===== src/pawt_pkg.sv =====
// Shared types, codes and field widths of the pending acknowledgement window tracker.
`timescale 1ns / 1ps
package pawt_pkg;

   localparam int VER_W     = 63;
   localparam int TASK_W    = 16;
   localparam int TASKV_W   = 17;
   localparam int TIME_W    = 32;
   localparam int TMO_W     = 16;
   localparam int STAT_W    = 2;
   localparam int RING_SIZE = 32;

   typedef enum logic [1:0] {
      OP_ADD    = 2'd0,
      OP_REMOVE = 2'd1,
      OP_TICK   = 2'd2,
      OP_CLEAR  = 2'd3
   } op_type;

   typedef enum logic [1:0] {
      ST_OK        = 2'd0,
      ST_NOT_FOUND = 2'd1,
      ST_FULL      = 2'd2
   } stat_type;

   typedef enum logic [4:0] {
      ACT_NONE,
      ACT_LOAD,
      ACT_ADD_MATCH,
      ACT_FILL,
      ACT_FILL_LAST,
      ACT_OPOS_CLR,
      ACT_OPOS_ONE,
      ACT_OPOS_INC,
      ACT_INSERT,
      ACT_FREE,
      ACT_FREE_ADV,
      ACT_WS_INC,
      ACT_OREL,
      ACT_OREL_DEL,
      ACT_OCLR,
      ACT_SET_LCT,
      ACT_EMIT_STAT
   } act_type;

   typedef enum logic [1:0] {
      RA_WS   = 2'd0,
      RA_IDXF = 2'd1,
      RA_PREV = 2'd2
   } ra_type;

   typedef struct packed {
      act_type  act;
      ra_type   ra;
      stat_type code;
   } cmd_type;

   typedef struct packed {
      logic win_empty;
      logic cnt_small;
      logic idx_eq_we;
      logic next_ne_ws;
      logic first_eq_rv1;
      logic ring_hit;
      logic rv_zero;
      logic ws_eq_idx;
      logic rexp_lt_now;
      logic lct_eq_now;
      logic more;
      logic ov_cnt_zero;
      logic ov_full;
      logic key_lt_ov0;
      logic key_eq_ov0;
      logic opos_lt_cnt;
      logic scan_go;
      logic pos_eq_key;
      logic oexp_lt_now;
      logic out_free;
      logic ring_rel_ok;
      logic ov_rel_ok;
   } dp_stat_type;

endpackage


===== src/pawt_ctrl.sv =====
// Controller: sequences each operation one step per cycle unless rsp stalls.
`timescale 1ns / 1ps
module pawt_ctrl (
   input  logic                  clock,
   input  logic                  reset,
   input  logic                  req_tvalid,
   input  logic [1:0]            req_op,
   output logic                  req_tready,
   input  pawt_pkg::dp_stat_type st,
   output pawt_pkg::cmd_type     cmd
);
   import pawt_pkg::*;

   typedef enum logic [16:0] {
      S_IDLE     = 17'h00001,
      S_ADD_CHK  = 17'h00002,
      S_FILL     = 17'h00004,
      S_INS_CHK  = 17'h00008,
      S_INS_SCAN = 17'h00010,
      S_RM_RING  = 17'h00020,
      S_RM_FREE  = 17'h00040,
      S_RM_SKIP  = 17'h00080,
      S_RM_OV0   = 17'h00100,
      S_RM_SCAN  = 17'h00200,
      S_RM_DEL   = 17'h00400,
      S_TK_CHK   = 17'h00800,
      S_TK_RING  = 17'h01000,
      S_TK_OV    = 17'h02000,
      S_CL_RING  = 17'h04000,
      S_CL_OV    = 17'h08000,
      S_FINISH   = 17'h10000
   } state_type;

   state_type state_ff, state_in;
   stat_type  code_ff, code_in;
   logic      adv_ff, adv_in;

   assign req_tready = (state_ff == S_IDLE);

   always_comb begin
      state_in = state_ff;
      code_in  = code_ff;
      adv_in   = adv_ff;
      cmd.act  = ACT_NONE;
      cmd.ra   = RA_WS;
      cmd.code = code_ff;
      unique case (state_ff)
         S_IDLE: begin
            if (req_tvalid) begin
               cmd.act = ACT_LOAD;
               unique case (op_type'(req_op))
                  OP_ADD:    state_in = S_ADD_CHK;
                  OP_REMOVE: state_in = S_RM_RING;
                  OP_TICK:   state_in = S_TK_CHK;
                  default:   state_in = S_CL_RING;
               endcase
            end
         end
         S_ADD_CHK: begin
            cmd.ra = RA_PREV;
            if (st.cnt_small &&
                (st.win_empty || (st.idx_eq_we && st.next_ne_ws && st.first_eq_rv1))) begin
               cmd.act  = ACT_ADD_MATCH;
               state_in = S_FILL;
            end else begin
               state_in = S_INS_CHK;
            end
         end
         S_FILL: begin
            if (st.more) begin
               cmd.act = ACT_FILL;
            end else begin
               cmd.act  = ACT_FILL_LAST;
               code_in  = ST_OK;
               state_in = S_FINISH;
            end
         end
         S_INS_CHK: begin
            if (st.ov_full) begin
               code_in  = ST_FULL;
               state_in = S_FINISH;
            end else begin
               cmd.act  = (st.ov_cnt_zero || st.key_lt_ov0) ? ACT_OPOS_CLR : ACT_OPOS_ONE;
               state_in = S_INS_SCAN;
            end
         end
         S_INS_SCAN: begin
            if (st.scan_go) begin
               cmd.act = ACT_OPOS_INC;
            end else begin
               cmd.act = ACT_INSERT;
               if (st.more) begin
                  state_in = S_INS_CHK;
               end else begin
                  code_in  = ST_OK;
                  state_in = S_FINISH;
               end
            end
         end
         S_RM_RING: begin
            cmd.ra = RA_IDXF;
            if (!st.win_empty && st.ring_hit) begin
               adv_in   = st.ws_eq_idx;
               state_in = S_RM_FREE;
            end else begin
               state_in = S_RM_OV0;
            end
         end
         S_RM_FREE: begin
            cmd.ra = RA_IDXF;
            if (st.ring_rel_ok) begin
               cmd.act = adv_ff ? ACT_FREE_ADV : ACT_FREE;
               if (adv_ff) begin
                  state_in = S_RM_SKIP;
               end else begin
                  code_in  = ST_OK;
                  state_in = S_FINISH;
               end
            end
         end
         S_RM_SKIP: begin
            if (!st.win_empty && st.rv_zero) begin
               cmd.act = ACT_WS_INC;
            end else begin
               code_in  = ST_OK;
               state_in = S_FINISH;
            end
         end
         S_RM_OV0: begin
            if (st.ov_cnt_zero) begin
               code_in  = ST_NOT_FOUND;
               state_in = S_FINISH;
            end else if (st.key_eq_ov0) begin
               cmd.act  = ACT_OPOS_CLR;
               state_in = S_RM_DEL;
            end else begin
               cmd.act  = ACT_OPOS_ONE;
               state_in = S_RM_SCAN;
            end
         end
         S_RM_SCAN: begin
            if (st.scan_go) begin
               cmd.act = ACT_OPOS_INC;
            end else if (!st.opos_lt_cnt || !st.pos_eq_key) begin
               code_in  = ST_NOT_FOUND;
               state_in = S_FINISH;
            end else begin
               state_in = S_RM_DEL;
            end
         end
         S_RM_DEL: begin
            if (st.ov_rel_ok) begin
               cmd.act  = ACT_OREL_DEL;
               code_in  = ST_OK;
               state_in = S_FINISH;
            end
         end
         S_TK_CHK: begin
            if (st.lct_eq_now) begin
               code_in  = ST_OK;
               state_in = S_FINISH;
            end else begin
               cmd.act  = ACT_SET_LCT;
               state_in = S_TK_RING;
            end
         end
         S_TK_RING: begin
            if (!st.win_empty && st.rexp_lt_now) begin
               if (st.ring_rel_ok) begin
                  cmd.act = ACT_FREE_ADV;
               end
            end else begin
               cmd.act  = ACT_OPOS_CLR;
               state_in = S_TK_OV;
            end
         end
         S_TK_OV: begin
            if (!st.ov_cnt_zero && st.oexp_lt_now) begin
               if (st.ov_rel_ok) begin
                  cmd.act = ACT_OREL_DEL;
               end
            end else begin
               code_in  = ST_OK;
               state_in = S_FINISH;
            end
         end
         S_CL_RING: begin
            if (!st.win_empty) begin
               if (st.ring_rel_ok) begin
                  cmd.act = ACT_FREE_ADV;
               end
            end else begin
               cmd.act  = ACT_OPOS_CLR;
               state_in = S_CL_OV;
            end
         end
         S_CL_OV: begin
            if (st.opos_lt_cnt) begin
               if (st.ov_rel_ok) begin
                  cmd.act = ACT_OREL;
               end
            end else begin
               cmd.act  = ACT_OCLR;
               code_in  = ST_OK;
               state_in = S_FINISH;
            end
         end
         S_FINISH: begin
            if (st.out_free) begin
               cmd.act  = ACT_EMIT_STAT;
               state_in = S_IDLE;
            end
         end
         default: state_in = S_IDLE;
      endcase
   end

   always_ff @(posedge clock) begin
      code_ff <= code_in;
      adv_ff  <= adv_in;
      if (reset) begin
         state_ff <= S_IDLE;
      end else begin
         state_ff <= state_in;
      end
   end

endmodule


===== config.mk =====
export PLATFORM = sky130hd
export DESIGN_NAME = pawt_ctrl
export DESIGN_NICKNAME = d
export VERILOG_FILES = /design/src/pawt_pkg.sv /design/src/pawt_ctrl.sv
export SDC_FILE = /design/constraint.sdc
export NUM_CORES = 1
export LEC_CHECK = 0
export BUFFER_PORTS_ARGS = -buffer_cell sky130_fd_sc_hd__buf_4
export CAP_MARGIN = 20
export CORE_MARGIN = 8
export CORE_UTILIZATION = 30
export DETAILED_ROUTE_END_ITERATION = 10
export HOLD_SLACK_MARGIN = 0.05
export SLEW_MARGIN = 25
export SYNTH_ARGS = -nofsm -noshare
export SYNTH_HDL_FRONTEND = slang
export SYNTH_SLANG_ARGS = --single-unit

===== constraint.sdc =====
create_clock -name clock -period 3.5 [get_ports clock]
set_clock_uncertainty 0.05 [all_clocks]
set_input_delay 0.7 -clock clock [delete_from_list [all_inputs] [get_ports clock]]
set_output_delay 0.7 -clock clock [all_outputs]
set_load 0.05 [all_outputs]

==> results of run 1 <==
-- layout make-up --
class	instances	area share [%]
Inverter	7	1.28
Clock buffer	4	2.68
Tap cell	70	4.27
Sequential cell	20	21.0
Multi-Input combinational cell	169	54.7
Timing Repair Buffer	44	16.1
-- worst register-to-register path, stage by stage, from the launching register on --
cell and delay (ns):
dfxtp_1 0.42, nor4_4 0.57, nand4_1 0.28, nor4_1 0.51
nor4_2 0.18, o311ai_1 0.20, inv_1 0.14
-- path summary, 6_finish.rpt --
path / end / slack [ns] / cells past startpoint
worst min-delay path: adv_ff / 0.56 / 1
worst max-delay path: cmd[5] / 0.21 / 7
worst min register to register: state_ff[16] / 0.61 / 2
worst max register to register: code_ff[1] / 0.89 / 6
-- per-layer routing --
metal	global-route usage, %	wire, um	vias to the layer above
met2	21.5	2310	82
met1	17.8	2350	831
li1	-	-	859
met3	4.14	551	13
met5	0	0	-
met4	5.89	122	0
-- cells by family after synthesis --
family	share of synthesized area (%)
xor+xnor	1.63
simple gates	51.1
compound gates	16.5
buf+inv	4.05
flops	26.8
-- placed cells by master (no fill, tap or decap), types with 3 or more instances in the layout --
cell and instances:
buf_4 44, nor2_1 30, dfxtp_1 17, nand2_1 14
a21oi_1 10, nor2b_1 9, nand4_1 8, nand3_1 8
inv_1 7, nor4b_1 7, nor3_1 7, and3_1 6
nor4_1 6, nor4_4 5, a22oi_1 5, nor3b_1 4
clkbuf_8 4, o21ai_0 3, nand3b_1 3, a211oi_1 3
o22ai_1 3, a31oi_1 3, nor4_2 3, or3_1 3
edfxtp_1 3
-- metrics by stage --
stage	std cells	setup WS, ns
6_report	314	0.206
5_1_grt	314	0.0258
3_3_place_gp	310	0.381
4_1_cts	314	0.223
3_5_place_dp	310	0.427
2_1_floorplan	203	-0.00315
-- report_power, final --
group          leakage, nW  internal (W)  total [W]  switching [W]
sequential           0.169      0.000241   0.000256      0.0000156
combinational        0.624      0.000115   0.000281       0.000165
clock               0.0288      0.000100   0.000183      0.0000829
-- state kept, by name (all words and copies together) (netlist names) --
name / cells
adv_ff: 1
state_ff: 17
code_ff: 2
==> run_results.csv, run 1 <==
group,metric,value,unit
logic_synthesis,synth_nets,230,
clock_network,cts_htree_levels,1,
job,drv_cap,0,
worst_setup_path,critPathLaunchType,"flip-flop",
layout,fill_cells,579,
global_routing,grt_pass1_wl,8.71,mm
worst_setup_path,crit_top_cell,"nor4_4",
worst_setup_path,arrival,2.54,ns
global_routing,globalRouteOverflowTotal,0,
timing,rsz0062_at_grt,"no",
logic_synthesis,synth_cells,203,
logic_synthesis,synth_ff_type,"dfxtp_1",
clock_network,hold_buffers,0,
timing,fin_crit,3.29,ns
timing,fmax,0.304,GHz
worst_setup_path,crit_fanout,8,
power_and_ir_drop,total_power,0.000720,W
clock_network,cts_tree,"done",
die,die_x,89.2,um
clock_network,root_buffer,"clkbuf_8",
clock_network,worstSkewPairLatency,0.26,ns
clock_network,cts_resized,0,
logic_synthesis,synth_area,1610,um2
die,io_pins,37,
worst_setup_path,crit_type,"reg2out",
logic_synthesis,synth_top_area_share,21.2,%
clock_network,clock_sinks,20,
layout,drive_gt1_share,24.2,%
logic_synthesis,synth-edff-count,3,
detailed_routing,drcViolationCount,0,
logic_synthesis,synth_area_leader_cell,"dfxtp_1",
die,initial_core_util,31.3,%
placed_design,dp_hpwl,4.38,mm
worst_setup_path,crit-reg2reg-launch,"state_ff[13]",
power_and_ir_drop,ir_drop,0.000250,V
die,die_y,89.2,um
placed_design,post_dp_cell_area,2000,um2
power_and_ir_drop,cellPowerDensity,351,nW/um2
timing,max_slew.worst_pin.slew,0.700,ns
placed_design,port_buffers,36,
detailed_routing,route.vias.total,1785,
logic_synthesis,synth.distinct_cells,49,
worst_setup_path,crit_family,"simple AND/OR/NAND/NOR gates",
layout,area_growth,27.5,%
logic_synthesis,synth_warnings,0,
clock_network,path_clk_slew,0.08,ns
timing,slew_violations,0,
logic_synthesis,synthTopCellsByCount,"nor2_1 (30), dfxtp_1 (17), nand2_1 (14), a21oi_1 (10), nor2b_1 (9)",
clock_network,postCtsSetupBuffers,0,
clock_network,cts_made_buffers,3,
timing,fin_hold_ws,0.559,ns
clock_network,max-clock-path-buffers,2,
layout,diodes,0,
layout,multi_input_area,1120,um2
timing,final-setup-viol-count,0,
worst_setup_path,end_kind,"primary output",
worst_setup_path,crit_buf_inv,1,
die,rows,26,
detailed_routing,vias_per_cell,5.68,
worst_setup_path,path_cells,"nor4_4, nand4_4, nor4_4, o211ai_1, o311a_1, nand4_1, buf_4",
global_routing,grt_util_all_layers,14.1,%
logic_synthesis,synthTopCellsByArea,"dfxtp_1 (21%), nor2_1 (7.0%), edfxtp_1 (5.6%)",
layout,fin_util,39.9,%
worst_setup_path,worst_ep_required_time,2.75,ns
logic_synthesis,yosysMostFrequentCell,"nor2_1",
layout,nets,272,
min_path,hp-start,"st[14]",
die,core_area,5140,um2
global_routing,grt_max_degree,17,
timing,max-slew-margin-rel,52.1,%
detailed_routing,final_antenna_net_count,0,
detailed_routing,drt_first_iter_violations,185,
worst_setup_path,startpoint,"state_ff[13]",
detailed_routing,wl_per_cell,17.0,um
logic_synthesis,synth-async-reset-ratio,0,%
timing,finalSetupTns,0,ns
worst_setup_path,crit_path_max_incr_delay,0.57,ns
detailed_routing,dr.pass1.iters,4,
timing,final.period_utilization,94.1,%
min_path,min_path_type,"in2reg",
global_routing,grt_pass1_vias,1785,
worst_setup_path,crit_path_top_delay_cell,"nor4_4",
layout,finish.instance_area,2050,um2
logic_synthesis,seq_area_frac_synth,26.8,%
status,outcome,"finished clean",
logic_synthesis,syn_area_per_cell,7.92,um2
placed_design,place_congestion,0.908,
layout,ff_latch_area,430,um2
detailed_routing,wl,5.33,mm
die,die_area,7960,um2
global_routing,antenna_found_initial,0,
power_and_ir_drop,p_leak,0.822,nW
logic_synthesis,ys_seq_elements,20,
timing,hold_violations,0,
No activity file was read; power rests on OpenSTA's default activity.
==> run 2, diff against run 1 <==
==> constraint.sdc (replaced) <==
create_clock -name clock -period 4.16 [get_ports clock]
set_clock_uncertainty 0.05 [all_clocks]
set_input_delay 0.832 -clock clock [delete_from_list [all_inputs] [get_ports clock]]
set_output_delay 0.832 -clock clock [all_outputs]
set_load 0.05 [all_outputs]
==> run 2 against run 1 <==
Compared with the run above:
- sequential cell count unchanged
- routed wire length down 2.3%
- largest power group is now registers
- non-clock buffer count down 8
- combinational power down 24%
- critical path type unchanged
- critical endpoint is now cmd[7]
==> run_results.csv, run 2 (synthesized netlist as in run 1, its figures left out) <==
group,metric,value,unit
global_routing,grt_pass1_wl,8.25,mm
layout,layout.cells.non_filler,306,
power_and_ir_drop,total_power,0.000631,W
timing,slew_violations,0,
worst_setup_path,startpoint,"state_ff[5]",
timing,fin_hold_ws,0.589,ns
placed_design,place_congestion,0.909,
min_path,hp-start,"state_ff[16]",
worst_setup_path,end_kind,"primary output",
timing,finalSetupTns,0,ns
clock_network,max-clock-path-buffers,2,
power_and_ir_drop,p_sw,0.000221,W
timing,final.period_utilization,88.6,%
layout,area_growth,24.3,%
detailed_routing,drt_first_iter_violations,278,
power_and_ir_drop,ir_drop,0.000217,V
timing,max_slew.worst_pin.slew,0.737,ns
global_routing,antenna_found_initial,0,
power_and_ir_drop,power.share.clock,32.1,%
layout,drive_gt1_share,21.6,%
worst_setup_path,crit-reg2reg-launch,"state_ff[5]",
power_and_ir_drop,p_int,0.000411,W
power_and_ir_drop,sequentialPowerShare,34.1,%
layout,diodes,0,
die,die_y,89.2,um
die,die_area,7960,um2
timing,hold_violations,0,
die,io_pins,37,
job,drv_cap,0,
layout,final_common_cell,"buf_4",
power_and_ir_drop,netSwitchingFraction,34.9,%
detailed_routing,wl,5.21,mm
power_and_ir_drop,combinationalPowerShare,33.7,%
detailed_routing,drcViolationCount,0,
placed_design,port_buffers,36,
worst_setup_path,worst_ep_required_time,3.28,ns
min_path,min_path_type,"reg2reg",
clock_network,cts_made_buffers,3,
clock_network,root_buffer,"clkbuf_8",
die,die_x,89.2,um
power_and_ir_drop,cellPowerDensity,316,nW/um2
worst_setup_path,crit_fanout,11,
layout,fill_cells,571,
layout,ff_latch_area,430,um2
detailed_routing,final_antenna_net_count,0,
clock_network,postCtsSetupBuffers,0,
placed_design,dp_cells,302,
layout,nets,264,
timing,final-setup-viol-count,0,
detailed_routing,route.vias.total,1734,
layout,reg_top3,"state_ff (17), code_ff (2), adv_ff (1)",
placed_design,dp_hpwl,4.27,mm
layout,largest_reg_flops,17,
status,outcome,"finished clean",
placed_design,place_ws,0.793,ns
die,core_area,5140,um2
clock_network,hold_buffers,0,
detailed_routing,dr.pass1.iters,4,
clock_network,cts_tree,"done",
global_routing,grt_max_degree,17,
timing,max-slew-margin-rel,49.6,%
detailed_routing,wl_per_cell,17.0,um
die,initial_core_util,31.3,%
clock_network,clock_sinks,20,
timing,fin_crit,3.69,ns
layout,multi_input_area,1110,um2
layout,top_register,"state_ff",
global_routing,globalRouteOverflowTotal,0,
clock_network,worstSkewPairLatency,0.27,ns
power_and_ir_drop,p_leak,0.790,nW
global_routing,grt_util_all_layers,13.6,%
timing,setup_ws,0.473,ns
layout,layout_common_cells,"buf_4 (36), nor2_1 (30), dfxtp_1 (17)",
clock_network,cts_resized,0,
worst_setup_path,crit_type,"reg2out",
timing,rsz0062_at_grt,"no",
die,rows,26,
worst_setup_path,critPathLaunchType,"flip-flop",
clock_network,path_clk_slew,0.08,ns
detailed_routing,vias_per_cell,5.67,
timing,fmax,0.271,GHz
clock_network,cts_htree_levels,1,
global_routing,grt_pass1_vias,1653,
worst_setup_path,arrival,2.80,ns
## run 2: worst max-delay path, stage by stage, from the launching register on
cell and delay [ns]:
dfxtp_1 0.40, nor4_4 0.51, nand4_1 0.54, nor4b_1 0.59
a211oi_1 0.17, nand3_1 0.12, buf_4 0.20
## run 2: metrics by stage
step,area [um2],utilization (%)
floorplan,1610,-
global placement,1930,37.5
detailed placement,1930,37.5
CTS,2000,38.9
global route,2000,38.9
finish,2000,38.9
## run 2: power by group through the flow
| stage | registers, W | logic (W) | clock network (W) |
|---|---|---|---|
| after floorplan | 0.000217 | 0.000146 | 0 |
| after global placement | 0.000219 | 0.000212 | 0 |
| after detailed placement | 0.000220 | 0.000211 | 0 |
| after CTS | 0.000215 | 0.000212 | 0.000206 |
| after global routing | 0.000217 | 0.000230 | 0.000215 |
| final | 0.000216 | 0.000213 | 0.000203 |
## run 2: final timing paths
path                  endpoint  slack [ns]  depth (start not counted)
hold reg to reg   state_ff[16]        0.59                          2
setup / recovery        cmd[7]        0.47                          6
setup reg to reg   state_ff[0]        1.38                          6
hold / removal    state_ff[16]        0.59                          2
## run 2: routing by layer
layer  vias to the layer above  global-route usage (%)  routed length [um]
li1                        849                       -                   -
met3                         7                    3.03                 458
met5                         -                       0                   0
met4                         0                    5.29                  83
met2                        68                    20.7                2310
met1                       810                    18.0                2350
## run 2: layout make-up
class                           instances  area share, %
Multi-Input combinational cell        169           55.7
Sequential cell                        20           21.5
Timing Repair Buffer                   36           13.5
Tap cell                               70           4.38
Clock buffer                            3           2.07
Clock inverter                          1           1.50
Inverter                                7           1.31
